<file path="src/rtl/core/pkir_pkg.sv">
// shared types and constants of the pair-keyed id registry
// no dependencies
package pkir_pkg;

  localparam int REQ_W   = 2;
  localparam int FIELD_W = 16;
  localparam int KEY_W   = 1 + 2 * FIELD_W;

  localparam logic [REQ_W-1:0] REQ_LOOKUP = 2'd0;
  localparam logic [REQ_W-1:0] REQ_GET    = 2'd1;
  localparam logic [REQ_W-1:0] REQ_FORCE  = 2'd2;

  // request token that walks the cell row
  typedef struct packed {
    logic             valid;
    logic [REQ_W-1:0] req;
    logic [KEY_W-1:0] key;
    logic             done;
    logic             found;
    logic             inserted;
  } tok_t;

  function automatic logic is_insert(input logic [REQ_W-1:0] req);
    return (req == REQ_GET) || (req == REQ_FORCE);
  endfunction

endpackage

</file>
<file path="src/rtl/core/pkir_cell.sv">
// one storage cell of the registry row: key, id and a token stage
// depends on pkir_pkg
module pkir_cell #(
  parameter int ID_BITS = 16,
  parameter int CNT_W   = 10
) (
  input  logic                clk_i,
  input  logic                rst_ni,
  input  pkir_pkg::tok_t      tok_i,
  input  logic [ID_BITS-1:0]  id_i,
  input  logic [CNT_W-1:0]    rem_i,
  output pkir_pkg::tok_t      tok_o,
  output logic [ID_BITS-1:0]  id_o,
  output logic [CNT_W-1:0]    rem_o
);
  import pkir_pkg::*;

  logic [KEY_W-1:0]   key_q;
  logic [ID_BITS-1:0] val_q;
  tok_t               tok_q, tok_d;
  logic [ID_BITS-1:0] id_q, id_d;
  logic [CNT_W-1:0]   rem_q, rem_d;
  logic               key_we, val_we;
  logic               occupied;

  // cells below the fill count are occupied
  assign occupied = (rem_i != '0);

  always_comb begin
    tok_d  = tok_i;
    id_d   = id_i;
    rem_d  = rem_i;
    key_we = 1'b0;
    val_we = 1'b0;
    if (tok_i.valid && !tok_i.done) begin
      if (occupied) begin
        rem_d = rem_i - 1'b1;
        if (key_q == tok_i.key) begin
          tok_d.done  = 1'b1;
          tok_d.found = 1'b1;
          if (tok_i.req == REQ_FORCE) begin
            tok_d.inserted = 1'b1;
            val_we         = 1'b1;
          end else begin
            id_d = val_q;
          end
        end
      end else begin
        // first free cell
        tok_d.done = 1'b1;
        if (is_insert(tok_i.req)) begin
          tok_d.inserted = 1'b1;
          key_we         = 1'b1;
          val_we         = 1'b1;
        end else begin
          id_d = '0;
        end
      end
    end
  end

  always_ff @(posedge clk_i or negedge rst_ni) begin
    if (!rst_ni) begin
      tok_q <= '0;
    end else begin
      tok_q <= tok_d;
    end
  end

  always_ff @(posedge clk_i) begin
    id_q  <= id_d;
    rem_q <= rem_d;
    if (key_we) begin
      key_q <= tok_i.key;
    end
    if (val_we) begin
      val_q <= id_i;
    end
  end

  assign tok_o = tok_q;
  assign id_o  = id_q;
  assign rem_o = rem_q;

endmodule

</file>
<file path="config.mk">
export PLATFORM = sky130hd
export DESIGN_NAME = pkir_cell
export DESIGN_NICKNAME = d
export VERILOG_FILES = /design/src/rtl/core/pkir_pkg.sv /design/src/rtl/core/pkir_cell.sv
export SDC_FILE = /design/constraint.sdc
export NUM_CORES = 1
export LEC_CHECK = 0
export BUFFER_PORTS_ARGS = -buffer_cell sky130_fd_sc_hd__clkbuf_2
export CORE_MARGIN = 2
export CORE_UTILIZATION = 40
export CTS_BUF_LIST = sky130_fd_sc_hd__clkbuf_8
export DETAILED_ROUTE_END_ITERATION = 10
export PLACE_DENSITY = 0.69
export SLEW_MARGIN = 10
export SYNTH_ARGS = -nofsm -noshare
export SYNTH_HDL_FRONTEND = slang
export SYNTH_SLANG_ARGS = --single-unit
</file>
<file path="constraint.sdc">
create_clock -name clk_i -period 2.7 [get_ports clk_i]
set_input_delay 0.135 -clock clk_i [delete_from_list [all_inputs] [get_ports clk_i]]
set_output_delay 0.135 -clock clk_i [all_outputs]
set_load 0.1 [all_outputs]
</file>
==> impl_metrics.yaml, run 1 <==
sta:
  setup_tns_ns: 0
  final-setup-viol-count: 0
  fin_skew_ns: 0.0126
  final-max-slew-violation-count: 0
  rsz0062_at_grt: "no"
  hold_viol: 0
  holdWs_ns: 0.400
  tightest_slew_ns: 0.948
  min_period_ns: 2.30
  fmax_mhz: 436
  slew_headroom: 0.368
  worst_slack_ns: 0.404
  finalCritPeriodShare: 0.850
critical_path:
  startpoint: "tok_i[9]"
  cp.arrival_ns: 2.40
  reg2reg_from: "key_q[4]"
  cpPeakStageDelay_ns: 0.55
  path_cells: "dlygate4sd3_1 -> clkbuf_2 -> xor2_1 -> nor4_1 -> nand4_1 -> nor3_4 -> nand3_1 -> nand2b_1 -> buf_4"
  crit_path_end_kind: "flop"
  crit_type: "in2reg"
  cp.required_ns: 2.81
  setup.worst_path.start_class: "input pin"
  cp_max_fo: 16
  cpLargestDelayFamily: "simple AND/OR/NAND/NOR gates"
  path_buf_inv: 3
  cp_slowest_cell: "dlygate4sd3_1"
final_layout:
  final_util: 0.609
  design_area_um2: 5900
  nFillCells: 709
  nNetsFinal: 549
  n_antenna_cell: 0
  layout.cells.non_filler: 626
  area_growth_pct: 48.7
  drive_gt1_frac: 0.349
floorplan:
  row_count: 36
  fp.dieW_um: 104
  ios: 132
  start_util: 0.410
  core_area_um2: 9680
  die_height_um: 104
  design.die.area_um2: 10700
global_route:
  grt_pass1_wl_um: 14900
  gr-total-overflow: 0
  grt_util_all_layers: 0.182
  grt_pass1_vias: 3021
  grt_max_degree: 40
  antenna_found_initial: 0
clock_network:
  cts_hold_buffers: 66
  cts_root_buf: "clkbuf_8"
  cts_buffers: 17
  htree_levels: 4
  cts.sinks: 114
  cts_resized: 0
  clock_latency_ns: 0.42
  post-cts-setup-buffers: 0
  cts_tree: "yes"
  clk_path_buf_depth: 2
  clk_pin_slew_ns: 0.07
synthesis:
  synthTopCellsByCount: "edfxtp_1, dfrtp_1, xor2_1, dfxtp_1, nand2_1"
  yosysSeqAreaShare: 0.748
  yosysWarnings: 0
  synth_cells: 263
  yosysMostFrequentCell: "edfxtp_1"
  synth_top_cell_by_area: "edfxtp_1"
  synthFlopType: "edfxtp_1"
  async_reset_ff_frac: 0.342
  synthTopCellsByArea: "edfxtp_1, dfrtp_1, dfxtp_1"
  synth_top_area_frac: 0.371
  synth_cell_types: 31
  synth_fp_nets: 332
  synth.avg_cell_area_um2: 15.1
  synth_edf_count: 49
  yosys_register_bits: 114
  synth_area_um2: 3970
placed_design:
  placedCellCount: 528
  io_buffers: 131
  preCtsSetupSlack_ns: 0.455
  place.gp.congestion: 0.802
  dp.final_hpwl_um: 5450
  placed_cell_area_um2: 4820
hold_path:
  min_path_type: "in2async"
power:
  p_leak_nw: 2.60
  total_power_mw: 4.22
  peakVddDrop_v: 0.000393
  seq_power_share: 0.444
  p_clk_frac: 0.393
  p_per_area_nw_per_um2: 714
  p_sw_frac: 0.284
  p_comb_frac: 0.163
  power_switching_mw: 1.20
  power.internal_mw: 3.02
route:
  wl_um: 9220
  first_iter_violations: 144
  wire_per_inst_um: 14.7
  vias: 2863
  drtAntennaViolNets: 0
  drc_errors: 0
  vias_per_cell: 4.57
  drt-pass1-iter-count: 4
job:
  cap_violations: 0
status:
  status: "finished clean"
placed cells by master, fill, tap and decap left out, types with 4 or more instances in the layout:
| cell type | instances |
|---|---|
| xor2_1 | 31 |
| dlygate4sd3_1 | 66 |
| clkbuf_2 | 131 |
| dfxtp_1 | 26 |
| inv_1 | 4 |
| buf_4 | 5 |
| xnor2_1 | 9 |
| a2bb2oi_1 | 14 |
| nand2_1 | 23 |
| dfrtp_1 | 39 |
| edfxtp_1 | 49 |
| clkinv_2 | 5 |
| nor2_1 | 10 |
| clkbuf_8 | 21 |
| nand3_1 | 19 |
| nor4_1 | 7 |
registers in the layout, indices dropped and copies added (netlist names):
register	cells
rem_o	10
val_q	16
id_o	16
tok_o	39
key_q	33
worst paths after layout:
kind,to,slack (ns),cells past startpoint
hold / removal,tok_o[1],0.40,2
min in group clk_i,tok_o[32],0.41,2
setup reg to reg,val_q[7],0.42,7
max in group asynchronous,tok_o[30],1.71,2
setup / recovery,val_q[7],0.40,9
hold reg to reg,id_o[12],0.49,1
routing by layer:
metal / global-route usage / part of all wire
met1: 0.210 / 0.43
met2: 0.308 / 0.50
met3: 0.0717 / 0.057
met4: 0.0656 / 0.011
met5: 0 / 0
kinds of logic after synthesis:
family	share of synthesized area
DFF	0.748
and+or+nand+nor	0.0990
xor gates and xnor gates	0.0883
AOI/OAI and AO/OA	0.0463
buffers and inverters	0.00977
adders and majority gates	0.00630
muxes	0.00252
power groups by stage:
| stage | combinational [mW] | clock [mW] | sequential (mW) |
|---|---|---|---|
| after detailed placement | 0.607 | 0 | 1.91 |
| after CTS | 0.686 | 1.70 | 1.87 |
| after floorplan | 0.0594 | 0 | 2.30 |
| after global routing | 0.715 | 1.78 | 1.87 |
| final | 0.688 | 1.66 | 1.87 |
| after global placement | 0.606 | 0 | 1.90 |
layout make-up:
type,count,area (um^2),share of cell area
Clock buffer,21,289,0.0490
Clock inverter,11,134,0.0227
Inverter,3,11.3,0.00191
Multi-Input combinational cell,142,978,0.166
Sequential cell,114,2970,0.503
Tap cell,133,166,0.0282
Timing Repair Buffer,202,1350,0.229
No activity file was read; power rests on OpenSTA's default activity.
==> run 2, diff against run 1 <==
--- a/config.mk
+++ b/config.mk
@@ -11,7 +11,6 @@
 export CTS_BUF_LIST = sky130_fd_sc_hd__clkbuf_8
 export DETAILED_ROUTE_END_ITERATION = 10
 export PLACE_DENSITY = 0.69
-export SLEW_MARGIN = 10
 export SYNTH_ARGS = -nofsm -noshare
 export SYNTH_HDL_FRONTEND = slang
 export SYNTH_SLANG_ARGS = --single-unit
==> constraint.sdc (replaced) <==
create_clock -name clk_i -period 2.42 [get_ports clk_i]
set_input_delay 0.121 -clock clk_i [delete_from_list [all_inputs] [get_ports clk_i]]
set_output_delay 0.121 -clock clk_i [all_outputs]
set_load 0.1 [all_outputs]
==> run 2 against run 1 <==
Utilization increased by 0.89 points. Clock-buffer cell count decreased by 1. Clock skew fell by 0.0018 ns. Final area grew 1.5%. Hold slack worse by 0.019 ns. Die area unchanged. Sequential power is 12% higher. Non-clock buffer count did not move. Total power is 18% higher. Sequential share of layout area decreased by 0.73 points. Critical path type unchanged. Highest routed layer unchanged.
==> impl_metrics.yaml, run 2 (synthesized netlist as in run 1, its figures left out) <==
final_layout:
  final_util: 0.618
  final_common_cell: "clkbuf_2"
  drive_gt1_frac: 0.347
  area_growth_pct: 50.9
  final_cell_mix: "clkbuf_2, dlygate4sd3_1, edfxtp_1"
  nNetsFinal: 549
  layout.cells.non_filler: 626
  largest_register_ff_count: 39
  n_antenna_cell: 0
clock_network:
  htree_levels: 4
  post-cts-setup-buffers: 0
  cts_tree: "yes"
  clk_path_buf_depth: 2
  cts_root_buf: "clkbuf_8"
  clk_pin_slew_ns: 0.07
  cts.sinks: 114
  cts_buffers: 17
  clock_latency_ns: 0.42
power:
  power_switching_mw: 1.32
  total_power_mw: 4.98
  p_comb_frac: 0.154
  p_clk_frac: 0.427
  power.internal_mw: 3.66
  p_per_area_nw_per_um2: 832
  peakVddDrop_v: 0.000357
  p_leak_nw: 2.64
  p_sw_frac: 0.266
  seq_power_share: 0.419
route:
  first_iter_violations: 72
  drt-pass1-iter-count: 5
  drtAntennaViolNets: 0
  drc_errors: 0
  wire_per_inst_um: 14.5
  vias: 2809
  vias_per_cell: 4.49
  wl_um: 9050
global_route:
  grt_pass1_vias: 2935
  grt_util_all_layers: 0.180
  grt_pass1_wl_um: 14800
  gr-total-overflow: 0
  grt_max_degree: 40
  antenna_found_initial: 0
hold_path:
  min_path_type: "in2async"
sta:
  finalCritPeriodShare: 0.920
  final-max-slew-violation-count: 0
  rsz0062_at_grt: "no"
  slew_headroom: 0.371
  fin_skew_ns: 0.0108
  fmax_mhz: 449
  final-setup-viol-count: 0
  min_period_ns: 2.23
  tightest_slew_ns: 0.943
  hold_viol: 0
  setup_tns_ns: 0
floorplan:
  design.die.area_um2: 10700
  die_height_um: 104
  row_count: 36
  core_area_um2: 9680
  ios: 132
  start_util: 0.410
  fp.dieW_um: 104
placed_design:
  placedCellCount: 527
  dp.final_hpwl_um: 5600
  io_buffers: 131
  place.gp.congestion: 0.777
critical_path:
  cp.required_ns: 2.73
  setup.worst_path.start_class: "input pin"
  crit_path_end_kind: "flop"
  cp_max_fo: 4
  cp.arrival_ns: 2.54
  crit_type: "in2reg"
job:
  cap_violations: 0
status:
  status: "finished clean"
## run 2: cell types whose count changed in the layout (fill, tap and decap cells not counted), sizes merged
| cell | before | now |
|---|---|---|
| buf | 5 | 4 |
| bufinv | 3 | 6 |
| clkbuf | 152 | 151 |
| clkinv | 5 | 4 |
| clkinvlp | 2 | 0 |
| dlygate4sd3 | 66 | 67 |
| inv | 4 | 5 |
## run 2: what timing repair did
item,in CTS,in global routing
hold buffers,67,0
resized for setup,0,0
endpoints found under the hold margin,151,0
## run 2: worst paths after layout
check,start,end,slack (ns),depth (start not counted)
setup / recovery,rem_i[2],rem_o[7],0.19,9
hold / removal,rst_ni,tok_o[7],0.38,2
setup reg to reg,key_q[18],val_q[3],0.24,6
hold reg to reg,val_q[12],id_o[12],0.48,1
max in group asynchronous,rst_ni,tok_o[36],1.44,2
min in group clk_i,tok_i[28],tok_o[28],0.38,2
## run 2: through the flow
step           setup WS (ns)  hold WS (ns)  instance area [um^2]
2_1_floorplan        0.00447        -0.175                  3990
3_3_place_gp           0.218         0.265                  4830
3_5_place_dp           0.178         0.265                  4830
4_1_cts                0.179         0.352                  5990
5_1_grt               0.0291         0.366                  5990
6_report               0.193         0.381                  5990
## run 2: critical path, cell delays in order
cell	delay, ns
dlygate4sd3_1	0.54
clkbuf_2	0.15
nor3_1	0.38
nand4_1	0.33
nand2_1	0.24
nor2_1	0.10
nand2_1	0.08
xnor2_1	0.06
dlygate4sd3_1	0.54
## run 2: metal layers
| layer | GRT usage | vias to the layer above | routed length (um) |
|---|---|---|---|
| met2 | 0.295 | 100 | 4470 |
| met3 | 0.0617 | 10 | 487 |
| met4 | 0.0637 | 0 | 84 |
| li1 | - | 1377 | - |
| met5 | 0 | - | 0 |
| met1 | 0.223 | 1322 | 4010 |
## run 2: area by class of cell
class | instances | area, um^2
Tap cell | 133 | 166
Multi-Input combinational cell | 142 | 986
Timing Repair Buffer | 202 | 1370
Clock buffer | 20 | 275
Clock inverter | 12 | 211
Sequential cell | 114 | 2970
Inverter | 3 | 11.3
Fill cell | 731 | 3700
## run 2: power by group through the flow
| stage | logic (mW) | registers, mW | clock network (mW) |
|---|---|---|---|
| after global placement | 0.674 | 2.13 | 0 |
| after CTS | 0.764 | 2.09 | 2.17 |
| after floorplan | 0.0663 | 2.56 | 0 |
| final | 0.765 | 2.09 | 2.13 |
| after detailed placement | 0.677 | 2.13 | 0 |
| after global routing | 0.798 | 2.09 | 2.27 |
==> run 3, diff against run 2 <==
--- a/config.mk
+++ b/config.mk
@@ -5,12 +5,13 @@
 export SDC_FILE = /design/constraint.sdc
 export NUM_CORES = 1
 export LEC_CHECK = 0
+export ABC_AREA = 1
 export BUFFER_PORTS_ARGS = -buffer_cell sky130_fd_sc_hd__clkbuf_2
 export CORE_MARGIN = 2
 export CORE_UTILIZATION = 40
 export CTS_BUF_LIST = sky130_fd_sc_hd__clkbuf_8
 export DETAILED_ROUTE_END_ITERATION = 10
-export PLACE_DENSITY = 0.69
+export PLACE_DENSITY = 0.78
 export SYNTH_ARGS = -nofsm -noshare
 export SYNTH_HDL_FRONTEND = slang
 export SYNTH_SLANG_ARGS = --single-unit
==> constraint.sdc (replaced) <==
create_clock -name clk_i -period 1.8 [get_ports clk_i]
set_input_delay 0.09 -clock clk_i [delete_from_list [all_inputs] [get_ports clk_i]]
set_output_delay 0.09 -clock clk_i [all_outputs]
set_load 0.1 [all_outputs]
==> run 3 against run 2 <==
Synthesized cell count grew 62%. Clock-buffer cell count shrank 3. Flip-flop and latch count is the same. Clock skew grew 0.0050 ns. Critical path type is now reg2reg. Sequential power grew 35%. Register-to-register slack lost 0.18 ns. Largest cell class unchanged.
==> impl_metrics.yaml, run 3 <==
synthesis:
  synth_top_cell_by_area: "edfxtp_1"
  synth_top_area_frac: 0.324
  async_reset_ff_frac: 0.342
  synth_top_family_by_area: "simple AND/OR/NAND/NOR gates"
  synth.avg_cell_area_um2: 10.6
  synthTopCellsByCount: "nand2_1, inv_1, edfxtp_1, dfrtp_1, nor2_1"
  synthFlopType: "edfxtp_1"
  synth_edf_count: 49
  synth_fp_nets: 496
  synthTopCellsByArea: "edfxtp_1, dfrtp_1, dfxtp_1"
  synth_area_um2: 4540
  yosysWarnings: 0
  synth-compound-area-share: 0.0383
  synth_cell_types: 30
  synthMuxAreaShare: 0.0353
  synth-simple-area-share: 0.178
  synth_xor_area_frac: 0.0289
  yosysMostFrequentCell: "nand2_1"
  synth_cells: 427
  yosys_register_bits: 114
  synthAdderAreaFrac: 0.00551
  yosysSeqAreaShare: 0.654
final_layout:
  final_util: 0.612
  final_cell_mix: "clkbuf_2, nand2_1, dlygate4sd3_1"
  drive_gt1_frac: 0.333
  largest_register_ff_count: 39
  final_common_cell: "clkbuf_2"
  nNetsFinal: 720
  layout.cells.non_filler: 804
  n_antenna_cell: 0
  area_growth_pct: 47.4
sta:
  slew_headroom: 0.610
  min_period_ns: 1.74
  tightest_slew_ns: 0.587
  final-max-slew-violation-count: 0
  fin_skew_ns: 0.0158
  rsz0062_at_grt: "yes"
  holdWs_ns: 0.0666
  hold_viol: 0
  worst_slack_ns: 0.0603
  fmax_mhz: 575
  final-setup-viol-count: 0
  finalCritPeriodShare: 0.966
global_route:
  grt_pass1_wl_um: 18200
  gr-total-overflow: 0
  grt_util_all_layers: 0.188
  grt_pass1_vias: 3865
  antenna_found_initial: 0
  grt_max_degree: 34
critical_path:
  crit_path_end_kind: "flop"
  crit_type: "reg2reg"
  reg2reg_slack_ns: 0.06
  cp.required_ns: 1.93
  cp.arrival_ns: 1.87
  setup.worst_path.start_class: "flop"
  cp_max_fo: 8
  reg2reg_from: "key_q[19]"
  rr_worst_depth: 11
  r2r-end: "val_q[2]"
placed_design:
  dp.final_hpwl_um: 7110
  preCtsSetupSlack_ns: -0.0989
  place.gp.congestion: 0.749
  io_buffers: 131
  placedCellCount: 702
route:
  wl_um: 11000
  drtAntennaViolNets: 0
  vias_per_cell: 4.61
  first_iter_violations: 158
  vias: 3706
  wl_met3_um: 587
  met2WireLength_um: 5710
  drt-pass1-iter-count: 4
  wl_met1_um: 4500
  highest_layer: "met4"
  drc_errors: 0
  wire_per_inst_um: 13.6
power:
  total_power_mw: 6.34
  p_per_area_nw_per_um2: 948
  peakVddDrop_v: 0.000878
  p_leak_nw: 3.18
floorplan:
  fp.dieW_um: 111
  core_area_um2: 10900
  design.die.area_um2: 12200
  ios: 132
  die_height_um: 111
  row_count: 38
  start_util: 0.415
clock_network:
  cts_root_buf: "clkbuf_8"
  clk_pin_slew_ns: 0.07
  clock_latency_ns: 0.43
  cts_tree: "yes"
  htree_levels: 4
  clk_path_buf_depth: 2
  cts.sinks: 114
  cts_buffers: 17
status:
  status: "finished clean"
hold_path:
  hold_depth: 3
  holdCritStartpoint: "rem_i[1]"
  min_to: "rem_o[1]"
  min_path_type: "in2reg"
job:
  cap_violations: 0
run 3: cell count changes after synthesis, sizes merged, moves of 7 or more:
cell / before / now
a21oi: 1 / 17
a2bb2oi: 14 / 0
inv: 3 / 57
mux2i: 1 / 16
nand2: 23 / 120
nor2: 10 / 39
nor4: 7 / 0
xor2: 31 / 4
run 3: logic make-up (layout without fill, tap and decap cells):
group / after synthesis / after routing
and+or+nand+nor: 188 / 189
DFF: 114 / 114
buffers and inverters: 66 / 302
AOI/OAI and AO/OA: 26 / 26
muxes: 16 / 16
xor gates and xnor gates: 15 / 15
adders and majority gates: 2 / 2
run 3: layout make-up:
type	instances	area, um^2
Multi-Input combinational cell	248	1410
Clock buffer	17	234
Inverter	58	243
Fill cell	875	4240
Timing Repair Buffer	212	1510
Clock inverter	15	154
Tap cell	140	175
Sequential cell	114	2970
run 3: report_power, final:
part           internal [mW]  switching [mW]
combinational          0.294           0.909
clock                   1.34           0.988
sequential              2.79          0.0248
total                   4.42            1.92
run 3: worst max-delay path, stage by stage, from the launching register on:
cell and delay [ns]:
edfxtp_1 0.38, nor2_1 0.11, nor2_1 0.06, nor2_1 0.09, nand2_1 0.07, nor2_2 0.13
nand2_2 0.09, nor2_4 0.12, nand2_4 0.06, nor2_4 0.11, nand2_4 0.11, nand2_8 0.12
run 3: layer usage:
metal	GRT usage	vias up
li1	-	1811
met1	0.214	1760
met2	0.328	120
met3	0.0626	15
met4	0.0683	0
met5	0	-
run 3: metrics by stage:
step / area, um^2 / TNS [ns]
3_5_place_dp: 5530 / -1.57
5_1_grt: 6690 / -1.17
6_report: 6690 / 0
2_1_floorplan: 4620 / -19.78
4_1_cts: 6620 / 0
3_3_place_gp: 5530 / -0.701
run 3: how the worst max path moves through the flow:
| stage | start | endpoint | slack [ns] | depth (start not counted) |
|---|---|---|---|---|
| CTS | key_q[23] | val_q[2] | 0.003 | 11 |
| finish | key_q[19] | val_q[2] | 0.06 | 11 |
| global placement | key_q[9] | val_q[9] | -0.04 | 11 |
| global route | key_q[19] | val_q[2] | -0.07 | 11 |
| detailed placement | key_q[13] | val_q[14] | -0.1 | 11 |
| floorplan | rem_i[1] | id_o[10] | -0.50 | 11 |
run 3: what timing repair did:
item,CTS,global route
resized for setup,7,10
setup buffers,0,3
hold endpoints to repair,128,0
hold buffers,66,0
pin swaps,4,5
endpoints found under the setup margin,16,32
cloned,1,1
